`src/rtl/itcm_fifo.sv`:
```
module itcm_fifo #(
  parameter type item_t = logic,
  parameter int  DEPTH  = 4
) (
  input  logic                       clk,
  input  logic                       rst_n,
  input  logic                       push,
  input  item_t                      wdata,
  input  logic                       pop,
  output item_t                      rdata,
  output logic                       empty,
  output logic                       full,
  output logic [$clog2(DEPTH+1)-1:0] count
);

  localparam int PW = (DEPTH > 1) ? $clog2(DEPTH) : 1;
  localparam int CW = $clog2(DEPTH + 1);

  item_t         mem_r [DEPTH];
  logic [PW-1:0] wr_r, wr_nxt;
  logic [PW-1:0] rd_r, rd_nxt;
  logic [CW-1:0] cnt_r, cnt_nxt;

  always_comb begin
    wr_nxt  = (wr_r == PW'(DEPTH - 1)) ? '0 : wr_r + 1'b1;
    rd_nxt  = (rd_r == PW'(DEPTH - 1)) ? '0 : rd_r + 1'b1;
    cnt_nxt = cnt_r + CW'(push) - CW'(pop);
  end

  always_ff @(posedge clk) begin
    if (!rst_n) begin
      wr_r  <= '0;
      rd_r  <= '0;
      cnt_r <= '0;
    end else begin
      if (push) wr_r <= wr_nxt;
      if (pop) rd_r <= rd_nxt;
      cnt_r <= cnt_nxt;
    end
  end

  always_ff @(posedge clk) begin
    if (push) mem_r[wr_r] <= wdata;
  end

  assign rdata = mem_r[rd_r];
  assign empty = (cnt_r == '0);
  assign full  = (cnt_r == CW'(DEPTH));
  assign count = cnt_r;

endmodule

```
`config.mk`:
```
export PLATFORM = sky130hd
export DESIGN_NAME = itcm_fifo
export DESIGN_NICKNAME = d
export VERILOG_FILES = /design/src/rtl/itcm_fifo.sv
export SDC_FILE = /design/constraint.sdc
export NUM_CORES = 1
export LEC_CHECK = 0
export CORE_MARGIN = 3
export CORE_UTILIZATION = 30
export CTS_BUF_LIST = sky130_fd_sc_hd__clkbuf_4
export DETAILED_ROUTE_END_ITERATION = 7
export DONT_BUFFER_PORTS = 1
export PLACE_DENSITY_LB_ADDON = 0.25
export SLEW_MARGIN = 20
export SYNTH_ARGS = -nofsm -noshare
export SYNTH_HDL_FRONTEND = slang
export SYNTH_SLANG_ARGS = --single-unit
```
`constraint.sdc`:
```
create_clock -name clk -period 3.2 [get_ports clk]
set_input_delay 0.48 -clock clk [delete_from_list [all_inputs] [get_ports clk]]
set_output_delay 0.48 -clock clk [all_outputs]
set_load 0.01 [all_outputs]
```
==> impl_metrics.env <==
export IMPL_status="finished clean"
export IMPL_critPathLaunchType="flip-flop"
export IMPL_grt_overflow=0
export IMPL_ir_worst_vdd_uv=250
export IMPL_final_common_cell="dfxtp_1"
export IMPL_vias_per_cell=4.18
export IMPL_worstPathRequired_ns=3.36
export IMPL_p_comb_frac=0.196
export IMPL_fmax_mhz=541
export IMPL_min_delay_path_depth=0
export IMPL_regArea_um2=300
export IMPL_diodes=0
export IMPL_top_usage_layer="met2"
export IMPL_postSynthCellCount=49
export IMPL_met2_usage=0.124
export IMPL_min_path_type="input pin to flip-flop"
export IMPL_firstDrtPassIters=4
export IMPL_hold_viol=0
export IMPL_layout_common_cells="9 x dfxtp_1, 7 x inv_1, 7 x ha_1, 6 x and2_1"
export IMPL_start_util=0.332
export IMPL_synthAdderAreaFrac=0.178
export IMPL_cts_sinks=13
export IMPL_final_nets=67
export IMPL_synth_mux_area_frac=0.0704
export IMPL_r2r_start="count[0]"
export IMPL_dieArea_mm2=0.00259
export IMPL_multi_input_area_um2=278
export IMPL_synthSimpleGateAreaFrac=0.149
export IMPL_ys_top_cells_by_area="dfxtp_1 30%, edfxtp_1 20%, ha_1 14%, and2_1 6.2%, inv_1 4.3%"
export IMPL_instances_no_fill=78
export IMPL_core_area_mm2=0.00182
export IMPL_period_minus_slack_ns=1.85
export IMPL_cts_hold_buffers=0
export IMPL_power_frac_clock=0.267
export IMPL_area_delta_synth_final_pct=10.1
export IMPL_powerDensity_mw_per_mm2=588
export IMPL_setup_viol=0
export IMPL_cts_made_buffers=3
export IMPL_setup_tns_final_ns=0
export IMPL_cts_root_buf="clkbuf_4"
export IMPL_clk_pin_slew_ns=0.08
export IMPL_cap_violations=0
export IMPL_fin_skew_ns=0.00595
export IMPL_wire_per_inst_um=9.96
export IMPL_ant_nets=0
export IMPL_yosysTopAreaCellShare=0.298
export IMPL_r2r_end="count[2]"
export IMPL_syn_area_um2=604
export IMPL_finalPower_uw=391
export IMPL_swShare=0.262
export IMPL_grt_pass1_vias=337
export IMPL_clock_path_buffers=2
export IMPL_vias=326
export IMPL_syn_area_per_cell_um2=12.3
export IMPL_p_switching_uw=103
export IMPL_p_leak_uw=0.000290
export IMPL_synth_cell_types=16
export IMPL_cts_tree="built"
export IMPL_seq_power_share=0.538
export IMPL_drive_above_1_share=0.113
export IMPL_slew_headroom=0.759
export IMPL_worstPathMaxFanout=3
export IMPL_cp_arrival_ns=2.01
export IMPL_ios=11
export IMPL_min_to="mem_r[0]"
export IMPL_route_detailed_drc=0
export IMPL_placed_cells=74
export IMPL_r2r_cells=7
export IMPL_p_int_uw=289
export IMPL_synth_top_family_by_area="adder cells"
export IMPL_first_iter_violations=3
export IMPL_critical_path_class="flip-flop to flip-flop"
export IMPL_antenna_found_initial=0
export IMPL_reg2reg_slack_ns=1.35
export IMPL_grt_max_degree=9
export IMPL_place_gp_congestion=0.660
export IMPL_portBuffers=0
export IMPL_rows=15
export IMPL_synth_compound_area_frac=0.0228
export IMPL_fp_dieH_um=50.9
export IMPL_use_met1=0.0886
export IMPL_synthXorXnorAreaFrac=0.0393
export IMPL_period_share=0.577
export IMPL_end_kind="flip-flop"
export IMPL_num_fill_cells=190
export IMPL_use_met3=0.0262
export IMPL_post_cts_resized=0
export IMPL_die_w_um=50.9
export IMPL_tightest_slew_ns=0.358
export IMPL_grt_pass1_wl_mm=1.44
export IMPL_finalWirelength_um=777
export IMPL_min_from="wdata"
export IMPL_syn_nets=62
export IMPL_ys_warn_count=0
export IMPL_seq_area_frac_synth=0.497
export IMPL_rsz0062_at_grt="no"
export IMPL_track_usage=0.0745
export IMPL_cts_setup_buffers=0
export IMPL_clk_latency_ns=0.26
export IMPL_slew_viol_final=0
export IMPL_yosysTopAreaCell="dfxtp_1"
export IMPL_h_tree_depth=1
export IMPL_ys_seq_elements=13
export IMPL_fin_util=0.366
Yosys cell counts, drive strengths merged:
cell	count
ha	7
and2	6
xor3	1
nor3	1
and3	1
edfxtp	4
nor2	3
fa	1
or3b	2
dfxtp	9
mux2i	2
mux4	1
nand2b	2
a21oi	2
inv	7
per-stage QoR:
stage               cell area, um^2  hold WS (ns)  setup WS, ns
global route                    666         0.289          1.25
detailed placement              636         0.519          1.35
finish                          666         0.312          1.35
floorplan                       604         0.477          1.40
CTS                             666         0.301          1.34
global placement                636         0.510          1.36
critical path, cell delays in order, from the launching register on:
cell and delay [ns]:
dfxtp_1 0.40, inv_1 0.07, ha_1 0.27, inv_1 0.04, ha_1 0.18, fa_1 0.37
xor3_1 0.37, nor2_1 0.04
cells by family (layout without fill, tap and decap cells):
kind of cell | after synthesis | in the layout
AND/OR/NAND/NOR | 15 | 15
buffers and inverters | 7 | 11
XOR/XNOR | 1 | 1
multiplexers | 3 | 3
AO/OA/AOI/OAI | 2 | 2
adder cells (fa/ha/maj) | 8 | 8
flip-flops | 13 | 13
final cells by class:
class | instances | share of cell area
inverters | 7 | 0.0395
flip-flops and latches | 13 | 0.451
multi-input cells | 29 | 0.417
clock buffers | 4 | 0.0451
well taps | 25 | 0.0470
routing by layer:
layer  part of all wire  vias to the layer above
met5                  0                        -
met4                  0                        0
met3              0.018                        0
met2               0.55                        2
met1               0.44                      154
li1                   -                      170
power groups by stage:
stage	Combinational (uW)	Clock [uW]	Sequential (uW)
5_1_grt	88.8	117	214
4_1_cts	79.2	111	211
3_3_place_gp	76.6	0	215
6_report	76.5	104	210
2_1_floorplan	66.5	0	210
3_5_place_dp	77.4	0	215
worst max-delay path by stage:
stage / slack, ns / from / end / depth (start not counted)
3_3_place_gp: 1.36 / pop / count[2] / 6
4_1_cts: 1.34 / count[0] / count[2] / 7
3_5_place_dp: 1.35 / pop / count[2] / 6
2_1_floorplan: 1.40 / pop / count[2] / 6
5_1_grt: 1.25 / count[0] / count[2] / 7
6_report: 1.35 / count[0] / count[2] / 7
(Power assumes the default switching activity.)
