`src/rtl/itcm_pkg.sv`:
```
package itcm_pkg;

  localparam int COORD_BITS = 16;
  localparam int IN_W       = 16;
  localparam int VIEW_W     = 21;
  localparam int TILE_W     = 9;
  localparam int CFG_IDX_W  = 3;
  localparam int CFG_DATA_W = 21;

  localparam int NUM_W  = 33;
  localparam int DEN_W  = 18;
  localparam int N3_W   = 40;
  localparam int D3_W   = 9;
  localparam int OP_A_W = 23;
  localparam int OP_B_W = 10;
  localparam int PROD_W = 33;
  localparam int VAL_W  = 35;
  localparam int MUL_W  = 45;
  localparam int QDEPTH = 8;
  localparam int ODEPTH = 2;

  localparam logic       FUNC_TO_CELL = 1'b0;
  localparam logic [1:0] MODE_RST     = 2'd0;
  localparam logic [8:0] TW_RST       = 9'd32;
  localparam logic [8:0] TH_RST       = 9'd16;
  localparam logic [8:0] TILE_MIN     = 9'd2;
  localparam logic [8:0] TILE_MAX     = 9'd256;

  typedef enum logic [CFG_IDX_W-1:0] {
    CFG_MODE   = 3'd0,
    CFG_TILE_W = 3'd1,
    CFG_TILE_H = 3'd2,
    CFG_VIEW_X = 3'd3,
    CFG_VIEW_Y = 3'd4
  } cfg_idx_t;

  typedef enum logic [1:0] {
    MODE_STAG = 2'd0,
    MODE_DIAM = 2'd1,
    MODE_ORTH = 2'd2
  } mode_t;

  typedef enum logic [2:0] {
    K_CELL_STAG = 3'd0,
    K_CELL_DIAM = 3'd1,
    K_CELL_ORTH = 3'd2,
    K_SCR_STAG  = 3'd3,
    K_SCR_DIAM  = 3'd4,
    K_SCR_ORTH  = 3'd5
  } kind_t;

  typedef struct packed {
    logic                   func;
    logic signed [IN_W-1:0] in_x;
    logic signed [IN_W-1:0] in_y;
  } itcm_in_t;

  typedef struct packed {
    logic signed [COORD_BITS-1:0] out_x;
    logic signed [COORD_BITS-1:0] out_y;
    logic                         clipped;
  } itcm_out_t;

  typedef struct packed {
    logic [1:0]               mode;
    logic [TILE_W-1:0]        tw;
    logic [TILE_W-1:0]        th;
    logic [7:0]               half_w;
    logic [7:0]               half_h;
    logic [16:0]              hsq;
    logic [16:0]              area;
    logic [15:0]              diam_d;
    logic [15:0]              diam_k;
    logic signed [VIEW_W-1:0] vx;
    logic signed [VIEW_W-1:0] vy;
  } geom_t;

  typedef struct packed {
    logic             stag;
    logic [NUM_W-1:0] n1;
    logic [DEN_W-1:0] d1;
    logic             s1;
    logic [NUM_W-1:0] n2;
    logic [DEN_W-1:0] d2;
    logic             s2;
  } itcm_job_t;

  function automatic logic [TILE_W-1:0] tile_clamp(input logic [TILE_W-1:0] raw);
    logic [TILE_W-1:0] s;
    s = raw;
    if (raw < TILE_MIN) s = TILE_MIN;
    if (raw > TILE_MAX) s = TILE_MAX;
    return s;
  endfunction

  function automatic geom_t geom_calc(input logic [1:0] mode,
                                      input logic [TILE_W-1:0] tw_raw,
                                      input logic [TILE_W-1:0] th_raw,
                                      input logic signed [VIEW_W-1:0] vx,
                                      input logic signed [VIEW_W-1:0] vy);
    geom_t g;
    g.mode   = mode;
    g.tw     = tile_clamp(tw_raw);
    g.th     = tile_clamp(th_raw);
    g.half_w = g.tw[8:1];
    g.half_h = g.th[8:1];
    g.hsq    = 17'(g.th) * 17'(g.th);
    g.area   = 17'(g.tw) * 17'(g.th);
    g.diam_d = 16'({17'(g.half_w) * 17'(g.half_h), 1'b0});
    g.diam_k = 16'(16'(g.half_h) * 16'(g.tw));
    g.vx     = vx;
    g.vy     = vy;
    return g;
  endfunction

endpackage

```
`src/rtl/itcm_front.sv`:
```
module itcm_front (
  input  logic                 clk,
  input  logic                 rst_n,
  input  logic                 in_acc,
  input  itcm_pkg::itcm_in_t   item,
  input  itcm_pkg::geom_t      geom,
  output logic                 job_vld,
  output itcm_pkg::itcm_job_t  job,
  output logic [1:0]           inflight
);
  import itcm_pkg::*;

  // stage 1: view offset, operand selection
  logic signed [21:0]         x, y;
  logic signed [OP_A_W-1:0]   px;
  logic signed [17:0]         e1;
  logic signed [16:0]         e2;
  kind_t                      kind_c;
  logic signed [OP_A_W-1:0]   a1_c, a2_c;
  logic signed [OP_B_W-1:0]   b1_c, b2_c;
  logic signed [OP_B_W-1:0]   tw_s, th_s, hw_s, hh_s, w2_s;

  logic                       v1_r;
  kind_t                      kind1_r;
  logic                       iy0_1_r;
  logic signed [OP_A_W-1:0]   a1_r, a2_r;
  logic signed [OP_B_W-1:0]   b1_r, b2_r;

  // stage 2: products
  logic signed [PROD_W-1:0]   p1_c, p2_c;
  logic                       v2_r;
  kind_t                      kind2_r;
  logic                       iy0_2_r;
  logic signed [PROD_W-1:0]   p1_r, p2_r;

  // stage 3: numerators
  logic signed [VAL_W-1:0]    val1_c, val2_c;
  logic signed [VAL_W-1:0]    hsq_s, dk_s, hw_v, vx_v, vy_v;
  logic                       v3_r;
  kind_t                      kind3_r;
  logic signed [VAL_W-1:0]    val1_r, val2_r;

  // stage 4: magnitudes, rounding offsets, divisors
  logic                       s1, s2, rnd;
  logic [VAL_W-1:0]           mag1, mag2;

  assign x    = 22'(geom.vx) + 22'(item.in_x);
  assign y    = 22'(geom.vy) + 22'(item.in_y);
  assign px   = OP_A_W'(x) - OP_A_W'($signed({1'b0, geom.half_w}));
  assign e1   = 18'(item.in_x) - 18'(item.in_y) + 18'sd1;
  assign e2   = 17'(item.in_x) + 17'(item.in_y);
  assign tw_s = $signed({1'b0, geom.tw});
  assign th_s = $signed({1'b0, geom.th});
  assign hw_s = $signed({2'b00, geom.half_w});
  assign hh_s = $signed({2'b00, geom.half_h});
  assign w2_s = $signed({1'b0, geom.half_w, 1'b0});

  always_comb begin
    if (item.func == FUNC_TO_CELL) begin
      case (mode_t'(geom.mode))
        MODE_STAG: kind_c = K_CELL_STAG;
        MODE_DIAM: kind_c = K_CELL_DIAM;
        default:   kind_c = K_CELL_ORTH;
      endcase
    end else begin
      case (mode_t'(geom.mode))
        MODE_STAG: kind_c = K_SCR_STAG;
        MODE_DIAM: kind_c = K_SCR_DIAM;
        default:   kind_c = K_SCR_ORTH;
      endcase
    end
  end

  always_comb begin
    case (kind_c)
      K_CELL_STAG: begin
        a1_c = px;             b1_c = th_s;
        a2_c = OP_A_W'(y);     b2_c = tw_s;
      end
      K_CELL_DIAM: begin
        a1_c = OP_A_W'(x);     b1_c = hh_s;
        a2_c = OP_A_W'(y);     b2_c = hw_s;
      end
      K_SCR_STAG: begin
        a1_c = OP_A_W'(item.in_x); b1_c = w2_s;
        a2_c = OP_A_W'(item.in_y); b2_c = hh_s;
      end
      K_SCR_DIAM: begin
        a1_c = OP_A_W'(e1);    b1_c = hw_s;
        a2_c = OP_A_W'(e2);    b2_c = hh_s;
      end
      K_SCR_ORTH: begin
        a1_c = OP_A_W'(item.in_x); b1_c = tw_s;
        a2_c = OP_A_W'(item.in_y); b2_c = th_s;
      end
      default: begin
        a1_c = OP_A_W'(x);     b1_c = OP_B_W'(1);
        a2_c = OP_A_W'(y);     b2_c = OP_B_W'(1);
      end
    endcase
  end

  always_ff @(posedge clk) begin
    if (!rst_n) begin
      v1_r <= 1'b0;
      v2_r <= 1'b0;
      v3_r <= 1'b0;
    end else begin
      v1_r <= in_acc;
      v2_r <= v1_r;
      v3_r <= v2_r;
    end
  end

  always_ff @(posedge clk) begin
    kind1_r <= kind_c;
    iy0_1_r <= item.in_y[0];
    a1_r    <= a1_c;
    b1_r    <= b1_c;
    a2_r    <= a2_c;
    b2_r    <= b2_c;
  end

  assign p1_c = PROD_W'(a1_r) * PROD_W'(b1_r);
  assign p2_c = PROD_W'(a2_r) * PROD_W'(b2_r);

  always_ff @(posedge clk) begin
    kind2_r <= kind1_r;
    iy0_2_r <= iy0_1_r;
    p1_r    <= p1_c;
    p2_r    <= p2_c;
  end

  assign hsq_s = VAL_W'($signed({1'b0, geom.hsq}));
  assign dk_s  = VAL_W'($signed({1'b0, geom.diam_k}));
  assign hw_v  = iy0_2_r ? VAL_W'($signed({1'b0, geom.half_w})) : '0;
  assign vx_v  = VAL_W'(geom.vx);
  assign vy_v  = VAL_W'(geom.vy);

  always_comb begin
    case (kind2_r)
      K_CELL_STAG: begin
        val1_c = VAL_W'(p1_r) + VAL_W'(p2_r) - hsq_s;
        val2_c = VAL_W'(p2_r) - VAL_W'(p1_r) - hsq_s;
      end
      K_CELL_DIAM: begin
        val1_c = VAL_W'(p1_r) + VAL_W'(p2_r) - dk_s;
        val2_c = VAL_W'(p2_r) - VAL_W'(p1_r) + dk_s;
      end
      K_CELL_ORTH: begin
        val1_c = VAL_W'(p1_r);
        val2_c = VAL_W'(p2_r);
      end
      K_SCR_STAG: begin
        val1_c = VAL_W'(p1_r) + hw_v - vx_v;
        val2_c = VAL_W'(p2_r) - vy_v;
      end
      default: begin
        val1_c = VAL_W'(p1_r) - vx_v;
        val2_c = VAL_W'(p2_r) - vy_v;
      end
    endcase
  end

  always_ff @(posedge clk) begin
    kind3_r <= kind2_r;
    val1_r  <= val1_c;
    val2_r  <= val2_c;
  end

  assign s1   = val1_r[VAL_W-1];
  assign s2   = val2_r[VAL_W-1];
  assign mag1 = s1 ? VAL_W'(-val1_r) : VAL_W'(val1_r);
  assign mag2 = s2 ? VAL_W'(-val2_r) : VAL_W'(val2_r);
  assign rnd  = (kind3_r == K_CELL_STAG);

  // half away from zero: (2|n| + d) / 2d
  always_comb begin
    job.stag = rnd;
    job.s1   = s1;
    job.s2   = s2;
    job.n1   = rnd ? NUM_W'({mag1, 1'b0} + (VAL_W + 1)'(geom.area)) : NUM_W'(mag1);
    job.n2   = rnd ? NUM_W'({mag2, 1'b0} + (VAL_W + 1)'(geom.area)) : NUM_W'(mag2);
    case (kind3_r)
      K_CELL_STAG: begin
        job.d1 = DEN_W'({geom.area, 1'b0});
        job.d2 = DEN_W'({geom.area, 1'b0});
      end
      K_CELL_DIAM: begin
        job.d1 = DEN_W'(geom.diam_d);
        job.d2 = DEN_W'(geom.diam_d);
      end
      K_CELL_ORTH: begin
        job.d1 = DEN_W'(geom.tw);
        job.d2 = DEN_W'(geom.th);
      end
      default: begin
        job.d1 = DEN_W'(1);
        job.d2 = DEN_W'(1);
      end
    endcase
  end

  assign job_vld  = v3_r;
  assign inflight = 2'(v1_r) + 2'(v2_r) + 2'(v3_r);

endmodule

```
`config.mk`:
```
export PLATFORM = sky130hd
export DESIGN_NAME = itcm_front
export DESIGN_NICKNAME = d
export VERILOG_FILES = /design/src/rtl/itcm_pkg.sv /design/src/rtl/itcm_front.sv
export SDC_FILE = /design/constraint.sdc
export NUM_CORES = 2
export LEC_CHECK = 0
export BUFFER_PORTS_ARGS = -buffer_cell sky130_fd_sc_hd__buf_4
export CAP_MARGIN = 20
export CORE_UTILIZATION = 45
export CTS_BUF_LIST = sky130_fd_sc_hd__clkbuf_4
export CTS_CLUSTER_SIZE = 40
export DETAILED_ROUTE_END_ITERATION = 12
export PLACE_DENSITY = 0.62
export SYNTH_ARGS = -nofsm -noshare
export SYNTH_HDL_FRONTEND = slang
export SYNTH_SLANG_ARGS = --single-unit
```
`constraint.sdc`:
```
create_clock -name clk -period 16.95 [get_ports clk]
set_clock_uncertainty 0.2 [all_clocks]
set_input_delay 5.085 -clock clk [delete_from_list [all_inputs] [get_ports clk]]
set_output_delay 5.085 -clock clk [all_outputs]
set_load 0.005 [all_outputs]
```
==> results.cfg <==
[run_status]
outcome = finished clean

[sta]
rsz0062_at_grt = no
worst_slack_ps = 3130
worst_slew_pin_slew_ps = 1080
min_period_ps = 13820
fmax_mhz = 72.4
hold_viol_final = 0
period_share_pct = 81.5
slew_headroom_pct = 27.0
drv_slew = 0
setup_viol = 0
setup_tns_ps = 0

[synthesis]
syn_nets = 6447
yosysUniqueCellTypes = 101
yosysWarnings = 0
async_flop_share_pct = 0
ys_seq_area_share_pct = 9.96
synth_edf_count = 0
synth_top_cell_area_share_pct = 18.1
synth_area_leader_cell = fa_1
synth_area_leaders = fa_1 (18%), ha_1 (15%), dfxtp_1 (10%), xnor2_1 (6.1%), inv_1 (5.7%)
ys.flop_type = dfxtp_1
yosys_register_bits = 211
synth_cells = 5390
syn-cell-area_um2 = 42400
avgSynthCellArea_um2 = 7.87

[floorplan]
die_h_um = 309
start_util_pct = 45.4
die_w_um = 309
io_pins = 288
core_region_area_um2 = 93300
row_count = 112
die_area_um2 = 95400

[place]
gp_congestion = 0.966
pre_cts_slack_ps = 3150
port_buffers = 287
place_inst = 6772
hpwl_mm = 120

[layout]
synthToLayoutAreaGrowth_pct = 9.65
fillCellCount = 9305
final_cell_mix = inv_1 (640), nand2_1 (519), ha_1 (493)
finalCoreUtilization_pct = 49.8
mostFrequentLayoutCell = inv_1
layout.cells.non_filler = 6891
drive_gt1_share_pct = 9.01
nNetsFinal = 6640

[worst_setup_path]
crit_arrival_ps = 8530
rr_worst_depth = 20
crit_buf_inv = 2
required_ps = 11660
cp-end-kind = output pin
worstSetupStartpointType = input port
cpMaxStageDelayCell = or2_2
path_cells = buf_4 -> ha_1 -> fa_1 -> a21o_1 -> a21oi_1 -> o21ai_0 -> a21oi_1 -> nor2b_1 -> o21a_1 -> o211ai_1 -> a41oi_1 -> or2_2 -> a21o_1 -> o22ai_1 -> buf_4
cp_top_family = compound AO/OA/AOI/OAI gates
worstSetupPathType = in -> out
critPathMaxStageDelay_ps = 450
cp.depth = 15
cp_max_fo = 9

[detailed_routing]
vias_per_cell = 5.63
num_vias = 38800
firstDrtPassIters = 5
drc = 0
routedWlPerCell_um = 20.6
drtIter0Drc = 2576
ant_nets = 0
drt_wl_total_mm = 142

[clock_tree]
clk_path_buf_depth = 3
clk_latency_ps = 940
cts-buffers-inserted = 61
cts.htree.levels = 2
clock-root-buffer = clkbuf_4
cts_resized = 0
cts_sinks = 211
clkTransAtPathRegs_ps = 60
cts_setup_buffers = 0
tritoncts = built
cts_hold_buf = 0

[global_routing]
gr-total-overflow = 0
grt_usage_pct = 29.7
grt_start_max_net_pins = 75
antenna_found_initial = 9
grt_pass1_wl_mm = 219
grt_pass1_vias = 38500

[worst_hold_path]
holdCritPathClass = reg -> reg
hold_depth = 0

[flow_run]
cap_violations = 0
[cells by family after synthesis]
kind of cell	share of synthesized area, %
AO/OA/AOI/OAI	19.7
AND/OR/NAND/NOR	19.1
multiplexers	1.74
flip-flops	9.96
buffers and inverters	7.50
XOR/XNOR	9.31
adder cells (fa/ha/maj)	32.7
[worst register-to-register path: stages, from the launching register on]
cell	delay (ps)
dfxtp_1	1010
nand2_1	180
fa_1	550
inv_1	50
fa_1	490
inv_1	50
fa_1	520
inv_1	50
fa_1	500
fa_1	420
ha_1	220
or3_1	400
or2_2	310
o221a_2	250
o41ai_1	580
a2bb2oi_1	440
o2111a_1	330
a211oi_1	120
o41a_1	370
mux2i_1	160
nand4_1	130
[path summary, 6_finish.rpt]
kind               from    endpoint  slack [ps]
max            geom[75]     job[90]        3130
min          kind1_r[1]  kind2_r[1]         130
max reg2reg     b2_r[2]    p2_r[32]        9380
min reg2reg  kind1_r[1]  kind2_r[1]         130
[sequential cells by signal, summed over array words and instances, names as in the netlist]
register / count
v1_r: 1
a1_r: 23
kind1_r: 3
v2_r: 1
b1_r: 9
p1_r: 33
val2_r: 34
kind3_r: 3
b2_r: 9
iy0_1_r: 1
a2_r: 22
kind2_r: 3
iy0_2_r: 1
p2_r: 33
job_vld: 1
val1_r: 34
[cell type report]
type	count	area (um^2)	share of cell area, %
Timing Repair Buffer	318	2390	5.14
Inverter	645	2420	5.21
Tap cell	1254	1570	3.38
Multi-Input combinational cell	4346	35000	75.3
Clock buffer	74	556	1.20
Antenna cell	8	20.0	0.0431
Sequential cell	211	4230	9.09
Clock inverter	35	280	0.603
[per-stage QoR]
step           hold slack, ps  area, um^2
6_report                  133       46500
5_1_grt                   146       46500
4_1_cts                   132       46500
3_5_place_dp              116       45600
3_3_place_gp              112       45600
2_1_floorplan             110       42400
[synth_stat cells, drive strengths merged (95+ instances only)]
library cell / n
inv: 642
nand2: 519
ha: 493
fa: 384
a21oi: 381
nor2: 378
xnor2: 294
o21ai: 273
and2: 244
dfxtp: 211
clkbuf: 157
xor2: 153
a21o: 95
[metal layers]
layer / track usage, % / wire (um) / up-vias
met5: 0 / 20 / -
met4: 9.99 / 4720 / 2
met3: 5.04 / 10100 / 227
met2: 48.9 / 64100 / 1248
met1: 39.3 / 62900 / 18500
li1: - / - / 18800
Power is not shown: default switching activity piles up to over one toggle a cycle in this logic, so the estimate is an artifact.
